<file path="config.mk">
export PLATFORM = sky130hd
export DESIGN_NAME = token_classifier_lexer
export DESIGN_NICKNAME = d
export VERILOG_FILES = /design/src/hdl/tcl_pkg.sv /design/src/hdl/tcl_char_class.sv /design/src/hdl/token_classifier_lexer.sv
export VERILOG_INCLUDE_DIRS = /design/src /design/src/hdl
export SDC_FILE = /design/constraint.sdc
export NUM_CORES = 1
export LEC_CHECK = 0
export BUFFER_PORTS_ARGS = -buffer_cell sky130_fd_sc_hd__buf_2
export CORE_AREA = 4 4 195 140
export CTS_CLUSTER_DIAMETER = 120
export DETAILED_ROUTE_END_ITERATION = 6
export DIE_AREA = 0 0 199 144
export MAX_ROUTING_LAYER = met4
export PLACE_DENSITY = 0.65
export SKIP_LAST_GASP = 1
export SYNTH_ARGS = -nofsm -noshare
export SYNTH_HDL_FRONTEND = slang
export SYNTH_HIERARCHICAL = 1
export SYNTH_SLANG_ARGS = --single-unit
</file>
<file path="constraint.sdc">
create_clock -name i_clk -period 4.2 [get_ports i_clk]
set_input_delay 0.84 -clock i_clk [delete_from_list [all_inputs] [get_ports i_clk]]
set_output_delay 0.84 -clock i_clk [all_outputs]
set_load 0.01 [all_outputs]
</file>
<file path="src/hdl/assert_macros.svh">
// Assertion helpers shared by the RTL.
`ifndef ASSERT_MACROS_SVH
`define ASSERT_MACROS_SVH

// Same-cycle implication, checked outside reset.
`define TCL_ASSERT_IMPL(lbl, clk, rst_n, ante, cons) \
    lbl: assert property (@(posedge clk) disable iff (!(rst_n)) (ante) |-> (cons)) \
        else $error("assertion failed");

// Next-cycle implication, checked outside reset.
`define TCL_ASSERT_NEXT(lbl, clk, rst_n, ante, cons) \
    lbl: assert property (@(posedge clk) disable iff (!(rst_n)) (ante) |=> (cons)) \
        else $error("assertion failed");

`endif

</file>
<file path="src/hdl/tcl_pkg.sv">
package tcl_pkg;

    localparam logic [1:0] KIND_IDENT = 2'd0;
    localparam logic [1:0] KIND_CONST = 2'd1;
    localparam logic [1:0] KIND_OPER  = 2'd2;

    localparam logic [7:0] CH_LOWER_A   = 8'h61;
    localparam logic [7:0] CH_LOWER_Z   = 8'h7A;
    localparam logic [7:0] CH_UPPER_A   = 8'h41;
    localparam logic [7:0] CH_UPPER_Z   = 8'h5A;
    localparam logic [7:0] CH_DIGIT_0   = 8'h30;
    localparam logic [7:0] CH_DIGIT_9   = 8'h39;
    localparam logic [7:0] CH_UNDERSCORE = 8'h5F;
    localparam logic [7:0] CH_PLUS      = 8'h2B;
    localparam logic [7:0] CH_MINUS     = 8'h2D;
    localparam logic [7:0] CH_STAR      = 8'h2A;
    localparam logic [7:0] CH_SLASH     = 8'h2F;
    localparam logic [7:0] CH_EQUAL     = 8'h3D;
    localparam logic [7:0] CH_PERCENT   = 8'h25;

    typedef struct packed {
        logic [7:0] char_code;
        logic       end_of_text;
    } t_lex_in;

    typedef struct packed {
        logic [1:0] token_kind;
        logic [7:0] token_char;
        logic       token_end;
        logic       run_end;
    } t_lex_out;

    typedef struct packed {
        logic letter;
        logic digit;
        logic underscore;
        logic oper;
    } t_char_class;

endpackage

</file>
<file path="src/hdl/tcl_char_class.sv">
module tcl_char_class (
    input  logic [7:0]           i_char,
    output tcl_pkg::t_char_class o_class
);

    always_comb begin
        o_class.letter = ((i_char >= tcl_pkg::CH_LOWER_A) && (i_char <= tcl_pkg::CH_LOWER_Z))
                      || ((i_char >= tcl_pkg::CH_UPPER_A) && (i_char <= tcl_pkg::CH_UPPER_Z));
        o_class.digit  = (i_char >= tcl_pkg::CH_DIGIT_0) && (i_char <= tcl_pkg::CH_DIGIT_9);
        o_class.underscore = (i_char == tcl_pkg::CH_UNDERSCORE);
        o_class.oper   = (i_char == tcl_pkg::CH_PLUS)  || (i_char == tcl_pkg::CH_MINUS)
                      || (i_char == tcl_pkg::CH_STAR)  || (i_char == tcl_pkg::CH_SLASH)
                      || (i_char == tcl_pkg::CH_EQUAL) || (i_char == tcl_pkg::CH_PERCENT);
    end

endmodule

</file>
<file path="src/hdl/token_classifier_lexer.sv">
// Byte-serial tokenizer. A byte that extends an open identifier or constant
// is written into the token buffer, a RAM of TOKEN_MAX-1 bytes with a
// registered read port, and the block stays ready for the next byte. A byte
// that is dropped also leaves it ready. A byte that starts a token or is an
// operator, with no token to close, passes through ST_TAIL before the next
// byte is taken. When a token closes, the block stops taking requests and
// streams the stored characters out through the RAM read port, one result
// per cycle while the output is not stalled. When the closing byte starts a
// new token, that token's first character is written in ST_TAIL after the
// reads. When the byte is an operator or a one-character token flushed at
// end of text, its result waits in ST_TAIL for the last read to leave the
// read register. Tokens longer than TOKEN_MAX-1 characters are cut to that
// length. The buffer needs no clearing after reset; only characters written
// for the open token are read.
`include "assert_macros.svh"

module token_classifier_lexer #(
    parameter int TOKEN_MAX = 32
) (
    input  logic              i_clk,
    input  logic              i_rst_n,
    input  logic              i_in_valid,
    output logic              o_in_ready,
    input  tcl_pkg::t_lex_in  i_in_data,
    output logic              o_out_valid,
    input  logic              i_out_ready,
    output tcl_pkg::t_lex_out o_out_data
);

    localparam int DEPTH = TOKEN_MAX - 1;
    localparam int LEN_W = $clog2(TOKEN_MAX);
    localparam int IDX_W = (DEPTH > 1) ? $clog2(DEPTH) : 1;
    localparam logic [LEN_W-1:0] DEPTH_L = LEN_W'(DEPTH);

    typedef enum logic [1:0] {
        MODE_IDLE  = 2'd0,
        MODE_IDENT = 2'd1,
        MODE_CONST = 2'd2
    } t_scan_mode;

    typedef enum logic [2:0] {
        ST_IDLE = 3'b001,
        ST_READ = 3'b010,
        ST_TAIL = 3'b100
    } t_seq_state;

    tcl_pkg::t_char_class w_cls;

    tcl_char_class u_cls (
        .i_char  (i_in_data.char_code),
        .o_class (w_cls)
    );

    // Control state.
    t_seq_state       r_state,   n_state;
    t_scan_mode       r_mode,    n_mode;
    logic [LEN_W-1:0] r_len,     n_len;
    logic             r_rd_pend, n_rd_pend;
    logic             r_out_valid, n_out_valid;

    // Payload and plan registers.
    logic [7:0]        r_char,        n_char;
    t_scan_mode        r_new_mode,    n_new_mode;
    logic              r_direct,      n_direct;
    logic              r_write,       n_write;
    logic [1:0]        r_direct_kind, n_direct_kind;
    logic [LEN_W-1:0]  r_rd_len,      n_rd_len;
    logic [1:0]        r_rd_kind,     n_rd_kind;
    logic              r_rd_last_run, n_rd_last_run;
    logic [LEN_W-1:0]  r_idx,         n_idx;
    logic              r_rd_tok_end,  n_rd_tok_end;
    logic              r_rd_run_end,  n_rd_run_end;
    logic [1:0]        r_rd_dkind,    n_rd_dkind;
    tcl_pkg::t_lex_out r_out,         n_out;

    // Token buffer.
    logic [7:0]       r_mem [DEPTH];
    logic [7:0]       r_rd_data;
    logic             mem_we;
    logic [IDX_W-1:0] mem_waddr;
    logic [7:0]       mem_wdata;
    logic             mem_re;

    logic             in_acc;
    logic             cont;
    logic             closing;
    logic             new_start;
    logic             op_hit;
    logic             last;
    logic             tail_direct;
    logic             tail_write;
    logic [LEN_W-1:0] len_inc;
    logic             out_free;
    logic             rd_take;
    logic             direct_take;
    logic             rd_issue;
    logic             last_read;

    assign o_in_ready  = (r_state == ST_IDLE);
    assign o_out_valid = r_out_valid;
    assign o_out_data  = r_out;

    assign in_acc = i_in_valid & o_in_ready;
    assign last   = i_in_data.end_of_text;

    always_comb begin
        cont = ((r_mode == MODE_IDENT) && (w_cls.letter || w_cls.digit || w_cls.underscore))
            || ((r_mode == MODE_CONST) && w_cls.digit);
        closing     = (r_mode != MODE_IDLE) && !cont;
        // A byte that does not extend the open token is handled as if none were open.
        new_start   = !cont && (w_cls.letter || w_cls.digit);
        op_hit      = !cont && w_cls.oper;
        tail_direct = op_hit || (new_start && last);
        tail_write  = new_start && !last;
        len_inc     = (r_len < DEPTH_L) ? (r_len + LEN_W'(1)) : r_len;
    end

    assign out_free    = !r_out_valid || i_out_ready;
    assign rd_take     = out_free && r_rd_pend;
    assign direct_take = out_free && !r_rd_pend && (r_state == ST_TAIL) && r_direct;
    assign rd_issue    = (r_state == ST_READ) && (!r_rd_pend || out_free);
    assign last_read   = ((r_idx + LEN_W'(1)) == r_rd_len);
    assign mem_re      = rd_issue;

    always_comb begin
        n_state       = r_state;
        n_mode        = r_mode;
        n_len         = r_len;
        n_char        = r_char;
        n_new_mode    = r_new_mode;
        n_direct      = r_direct;
        n_write       = r_write;
        n_direct_kind = r_direct_kind;
        n_rd_len      = r_rd_len;
        n_rd_kind     = r_rd_kind;
        n_rd_last_run = r_rd_last_run;
        n_idx         = r_idx;
        mem_we        = 1'b0;
        mem_waddr     = '0;
        mem_wdata     = '0;

        case (r_state)
            ST_IDLE: begin
                if (in_acc) begin
                    n_char        = i_in_data.char_code;
                    n_direct      = tail_direct;
                    n_write       = tail_write;
                    n_new_mode    = w_cls.letter ? MODE_IDENT : MODE_CONST;
                    n_direct_kind = w_cls.oper ? tcl_pkg::KIND_OPER :
                                    (w_cls.letter ? tcl_pkg::KIND_IDENT : tcl_pkg::KIND_CONST);
                    n_idx         = '0;
                    n_rd_kind     = (r_mode == MODE_CONST) ? tcl_pkg::KIND_CONST
                                                           : tcl_pkg::KIND_IDENT;
                    if (closing) begin
                        n_rd_len      = r_len;
                        n_rd_last_run = !tail_direct;
                        n_mode        = MODE_IDLE;
                        n_len         = '0;
                        n_state       = ST_READ;
                    end else if (cont) begin
                        if (r_len < DEPTH_L) begin
                            mem_we    = 1'b1;
                            mem_waddr = r_len[IDX_W-1:0];
                            mem_wdata = i_in_data.char_code;
                        end
                        if (last) begin
                            // The write lands before the first read of the flush.
                            n_rd_len      = len_inc;
                            n_rd_last_run = 1'b1;
                            n_mode        = MODE_IDLE;
                            n_len         = '0;
                            n_state       = ST_READ;
                        end else begin
                            n_len = len_inc;
                        end
                    end else if (tail_direct || tail_write) begin
                        n_state = ST_TAIL;
                    end
                end
            end
            ST_READ: begin
                if (rd_issue) begin
                    n_idx = r_idx + LEN_W'(1);
                    if (last_read) begin
                        n_state = (r_direct || r_write) ? ST_TAIL : ST_IDLE;
                    end
                end
            end
            ST_TAIL: begin
                if (r_write) begin
                    mem_we    = 1'b1;
                    mem_waddr = '0;
                    mem_wdata = r_char;
                    n_mode    = r_new_mode;
                    n_len     = LEN_W'(1);
                    n_state   = ST_IDLE;
                end else if (direct_take || !r_direct) begin
                    n_state = ST_IDLE;
                end
            end
            default: begin
                n_state = ST_IDLE;
            end
        endcase
    end

    // Read data register and its tags, plus the output register.
    always_comb begin
        n_rd_pend    = r_rd_pend;
        n_rd_tok_end = r_rd_tok_end;
        n_rd_run_end = r_rd_run_end;
        n_rd_dkind   = r_rd_dkind;
        n_out_valid  = r_out_valid;
        n_out        = r_out;

        if (rd_issue) begin
            n_rd_pend    = 1'b1;
            n_rd_tok_end = last_read;
            n_rd_run_end = last_read && r_rd_last_run;
            n_rd_dkind   = r_rd_kind;
        end else if (rd_take) begin
            n_rd_pend = 1'b0;
        end

        if (rd_take) begin
            n_out_valid      = 1'b1;
            n_out.token_kind = r_rd_dkind;
            n_out.token_char = r_rd_data;
            n_out.token_end  = r_rd_tok_end;
            n_out.run_end    = r_rd_run_end;
        end else if (direct_take) begin
            n_out_valid      = 1'b1;
            n_out.token_kind = r_direct_kind;
            n_out.token_char = r_char;
            n_out.token_end  = 1'b1;
            n_out.run_end    = 1'b1;
        end else if (i_out_ready) begin
            n_out_valid = 1'b0;
        end
    end

    always_ff @(posedge i_clk) begin
        if (!i_rst_n) begin
            r_state     <= ST_IDLE;
            r_mode      <= MODE_IDLE;
            r_len       <= '0;
            r_rd_pend   <= 1'b0;
            r_out_valid <= 1'b0;
        end else begin
            r_state     <= n_state;
            r_mode      <= n_mode;
            r_len       <= n_len;
            r_rd_pend   <= n_rd_pend;
            r_out_valid <= n_out_valid;
        end
    end

    always_ff @(posedge i_clk) begin
        r_char        <= n_char;
        r_new_mode    <= n_new_mode;
        r_direct      <= n_direct;
        r_write       <= n_write;
        r_direct_kind <= n_direct_kind;
        r_rd_len      <= n_rd_len;
        r_rd_kind     <= n_rd_kind;
        r_rd_last_run <= n_rd_last_run;
        r_idx         <= n_idx;
        r_rd_tok_end  <= n_rd_tok_end;
        r_rd_run_end  <= n_rd_run_end;
        r_rd_dkind    <= n_rd_dkind;
        r_out         <= n_out;
    end

    always_ff @(posedge i_clk) begin
        if (mem_we) begin
            r_mem[mem_waddr] <= mem_wdata;
        end
        if (mem_re) begin
            r_rd_data <= r_mem[r_idx[IDX_W-1:0]];
        end
    end

    `TCL_ASSERT_IMPL(a_len_bound, i_clk, i_rst_n, 1'b1, r_len <= DEPTH_L)
    `TCL_ASSERT_IMPL(a_idle_len_zero, i_clk, i_rst_n, r_mode == MODE_IDLE, r_len == '0)
    `TCL_ASSERT_IMPL(a_open_len_nonzero, i_clk, i_rst_n, r_mode != MODE_IDLE, r_len != '0)
    `TCL_ASSERT_IMPL(a_run_end_on_tok_end, i_clk, i_rst_n,
                     o_out_valid && o_out_data.run_end, o_out_data.token_end)
    `TCL_ASSERT_NEXT(a_read_ends, i_clk, i_rst_n, rd_issue && last_read, r_state != ST_READ)

endmodule
</file>
==> results summary <==
The number of fill cells is 1906. The final count of hold timing violations came out at 0. The via count of the first global-routing pass is 6513. The total setup buffers inserted after CTS came out at 0. When the netlist entered floorplanning its net count stood at 695. The initial antenna violation count came out at 1.

In the final design database the tool counted 762 nets. The die outline area is 0.0287 sq mm. The average wire per standard cell is 25.2 um. The cell total after placement is 1048.

The minimum period implied by the final worst setup slack came out at 3090 ps. STA puts the critical path data required time at 4450 ps. The actual slew at the worst max-slew pin came out at 1060 ps.

The detail-routed via count per cell is 6.03. At the later pin of the worst-skew pair, clock insertion delay measures 540 ps. The clock transition time at the flip-flop clock pins of the worst setup and hold paths is 70 ps. The number of optimization iterations in the first detailed-route pass is 6. Measured in cells, the most critical reg-to-reg path has a length of 4. Data on the critical path arrives at its endpoint at 3330 ps. The fraction of the yosys area taken by sequential cells is 0.731. The H-tree depth reported by CTS is 1. After synthesis the cells add up to 0.0125 sq mm.

Timing would allow up to 0.324 GHz. The most used flip-flop cell after synthesis is sky130_fd_sc_hd__edfxtp_1. The kind of end point of the critical path is a flip-flop. The share of synthesized area in the top cell type comes to 0.712. Entering global routing, the biggest net connects 69 pins.

The final critical-path share of the clock period is 0.735. For hold timing, the worst endpoint is r_rd_dkind[0]. TritonCTS built the clock tree.

The flow ran to the end, and the final reports show no timing, DRC or antenna violations. The placement-stage cell area is 0.0133 sq mm. The I/O pin count came out at 27. The count of state elements after synthesis came out at 309. The final cell utilization of the core is 0.559.

The tightest min-delay check is of the flip-flop to flip-flop type. The startpoint of the most critical register-to-register path is r_idx[1]. The source of the worst hold timing path is r_rd_kind[0]. The number of hold buffers added after CTS is 0. The worst setup path is launched from an input pin. The post-cts sizing count came out at 0.

By startpoint and endpoint, the worst setup path is classified as input pin to flip-flop. The worst relative slew slack is 0.291. The placeable core region is 0.0254 sq mm. At the end of routability-driven placement, the weighted congestion stood at 0.918. The die is 199 um wide. The clock skew came out at 13.8 ps. The unique cell type count in the Yosys netlist came out at 57. Summing all non-filler instances in the final layout gives an area of 0.0142 sq mm.

Once detail routing completed, the nets flagged for antenna violations numbered 0. The number of enable flip-flop cells after synthesis came out at 297. After technology mapping, the gate count stands at 680.

The summed negative setup slack over all endpoints came out at 0 ps. Detailed placement finished with a half-perimeter wire length of 18100 um. Setup violations remaining at the end of the flow were counted as 0. The post-synthesis to final-layout area growth came out at 13.2%. The DRC violation count after routing is 0. By area the synthesized netlist is led by sky130_fd_sc_hd__edfxtp_1, sky130_fd_sc_hd__mux4_2, sky130_fd_sc_hd__dfxtp_1, sky130_fd_sc_hd__mux2_2, sky130_fd_sc_hd__nor2_1. The cell row count is 49. In the global route stage, overall resource usage came out at 0.203.

The maximum resistive drop on vdd is 0.356 mV. The height of the die is 144 um. Along the worst hold path, the cell count comes to 0. The max-cap check violation count came out at 0.

The number of pins with negative max-slew slack in the final report came out at 0. The global route total overflow is 0. The number of standard cells in the layout, taps in and fillers out is 1101.

The standby leakage power came out at 0.00411 uW. The power density over the cells came out at 510 mW/mm^2. The worst hold slack across all endpoints came out at 431 ps.

The root buffer cell chosen for the clock tree is sky130_fd_sc_hd__clkbuf_16. The fraction of layout cells with a size suffix above 1 is 0.270. The maximum net fanout on the critical path is 8. Counting along the longest clock path gives a buffer depth of 3.

The worst register-to-register path ends at r_rd_data[5]. The detailed-route via count is 6637. The number of buffers created by CTS came out at 28. sky130_fd_sc_hd__edfxtp_1 takes more of the synthesized area than any other cell. The mean instance size in the synthesized netlist is 18.4 sq um. The clock net in this run drives a total of 309 sinks. The DRC marker count from the first detailed-route iteration is 814.

The Yosys warning count is 6. The count of buffers from port buffering came out at 26. The first global-routing pass estimated 41800 um of wire. The worst-case register-to-register setup slack is 1330 ps. The effective utilization at floorplan came out at 0.494. The overall routed net length is 27700 um.

Setup repair after global routing left no endpoint under its margin. After synthesis, the share of flip-flops with an asynchronous set or reset is 0.
## per-stage QoR
step	worst slack, ps	power (uW)
final	1110	7240
after global routing	913	7550
after CTS	1200	7300
after detailed placement	646	4790
after global placement	669	4780
after floorplan	777	4440
## worst max-delay path, stage by stage
cell,delay (ps)
sky130_fd_sc_hd__buf_2,140
sky130_fd_sc_hd__o21ai_0,190
sky130_fd_sc_hd__nand2_1,90
sky130_fd_sc_hd__nor4_1,180
sky130_fd_sc_hd__buf_4,180
sky130_fd_sc_hd__nor2b_1,170
sky130_fd_sc_hd__a2bb2oi_1,160
sky130_fd_sc_hd__nor2_1,440
sky130_fd_sc_hd__o21ai_0,390
sky130_fd_sc_hd__nor3_1,320
sky130_fd_sc_hd__buf_4,230
## cell usage after synthesis (all sizes together), types with 2 or more instances
library cell	instances
clkbuf	25
nor4	6
nand3	9
xor2	5
dfxtp	12
nor3	19
or2	5
mux2	18
and3	2
nor2	40
xnor2	3
and2	3
buf	10
nor2b	9
nand2	22
a22o	9
o211ai	5
a211oi	6
or3	2
mux4	68
edfxtp	297
nand2b	7
o21ai	20
nand3b	5
a21oi	24
inv	9
nand4b	2
ha	2
and4b	2
or3b	2
mux2i	10
## where the power goes
| group | leakage [uW] | switching [uW] | internal, uW |
|---|---|---|---|
| Sequential | 0.00242 | 116 | 3440 |
| Combinational | 0.00124 | 629 | 538 |
| Clock | 0.000442 | 1070 | 1440 |
| Total | 0.00411 | 1810 | 5420 |
## worst max path at each step
stage	endpoint	start	slack, ps
after floorplan	r_mem[7][0]	i_in_data[2]	780
after global routing	r_mem[28][0]	i_in_data[2]	910
after global placement	r_mem[22][5]	i_in_data[2]	670
after detailed placement	r_mem[3][3]	i_in_data[2]	650
after CTS	r_mem[28][3]	i_in_data[2]	1200
final	r_mem[28][1]	i_in_data[2]	1110
## layout by cell type, fill, tap and decap left out, drive strengths merged, types with 6 or more instances in the layout
cell / n
nor3: 19
o21ai: 20
a211oi: 6
clkinv: 15
a21oi: 24
nor2: 40
mux2: 18
nor4: 6
mux4: 68
nand2b: 7
a22o: 9
nand2: 22
edfxtp: 297
nand3: 9
clkbuf: 32
buf: 72
mux2i: 10
inv: 10
dfxtp: 12
nor2b: 9
## registers in the layout, indices dropped and copies added (netlist names), 2 cells and up
register       count
r_mem            248
o_out_data        12
r_char             8
r_rd_data          8
r_idx              5
r_len              5
r_rd_len           5
r_state            3
r_direct_kind      2
r_mode             2
r_new_mode         2
## cells by family (layout without fill, tap and decap cells)
family	after synthesis	in the layout	synth area share
AO/OA/AOI/OAI	80	80	0.0419
buffers and inverters	45	134	0.0159
multiplexers	96	96	0.146
other	0	1	0
adder cells (fa/ha/maj)	2	2	0.00200
XOR/XNOR	8	8	0.00559
AND/OR/NAND/NOR	140	140	0.0575
flip-flops	309	309	0.731
## metal layers
metal | global-route usage | vias to the layer above | wire length, um
met1 | 0.314 | 3411 | 12800
met2 | 0.275 | 282 | 12000
met4 | 0.0378 | 0 | 431
met3 | 0.0568 | 42 | 2480
li1 | - | 2902 | -
met5 | - | - | 0
## cell type report
class,count,area [sq um],area share
Clock buffer,32,737,0.0519
Tap cell,331,414,0.0292
Antenna cell,1,2.50,0.000176
Clock inverter,20,173,0.0122
Sequential cell,309,9160,0.646
Inverter,10,37.5,0.00265
Timing Repair Buffer,72,488,0.0344
Multi-Input combinational cell,326,3180,0.224
(Power assumes the default switching activity.)
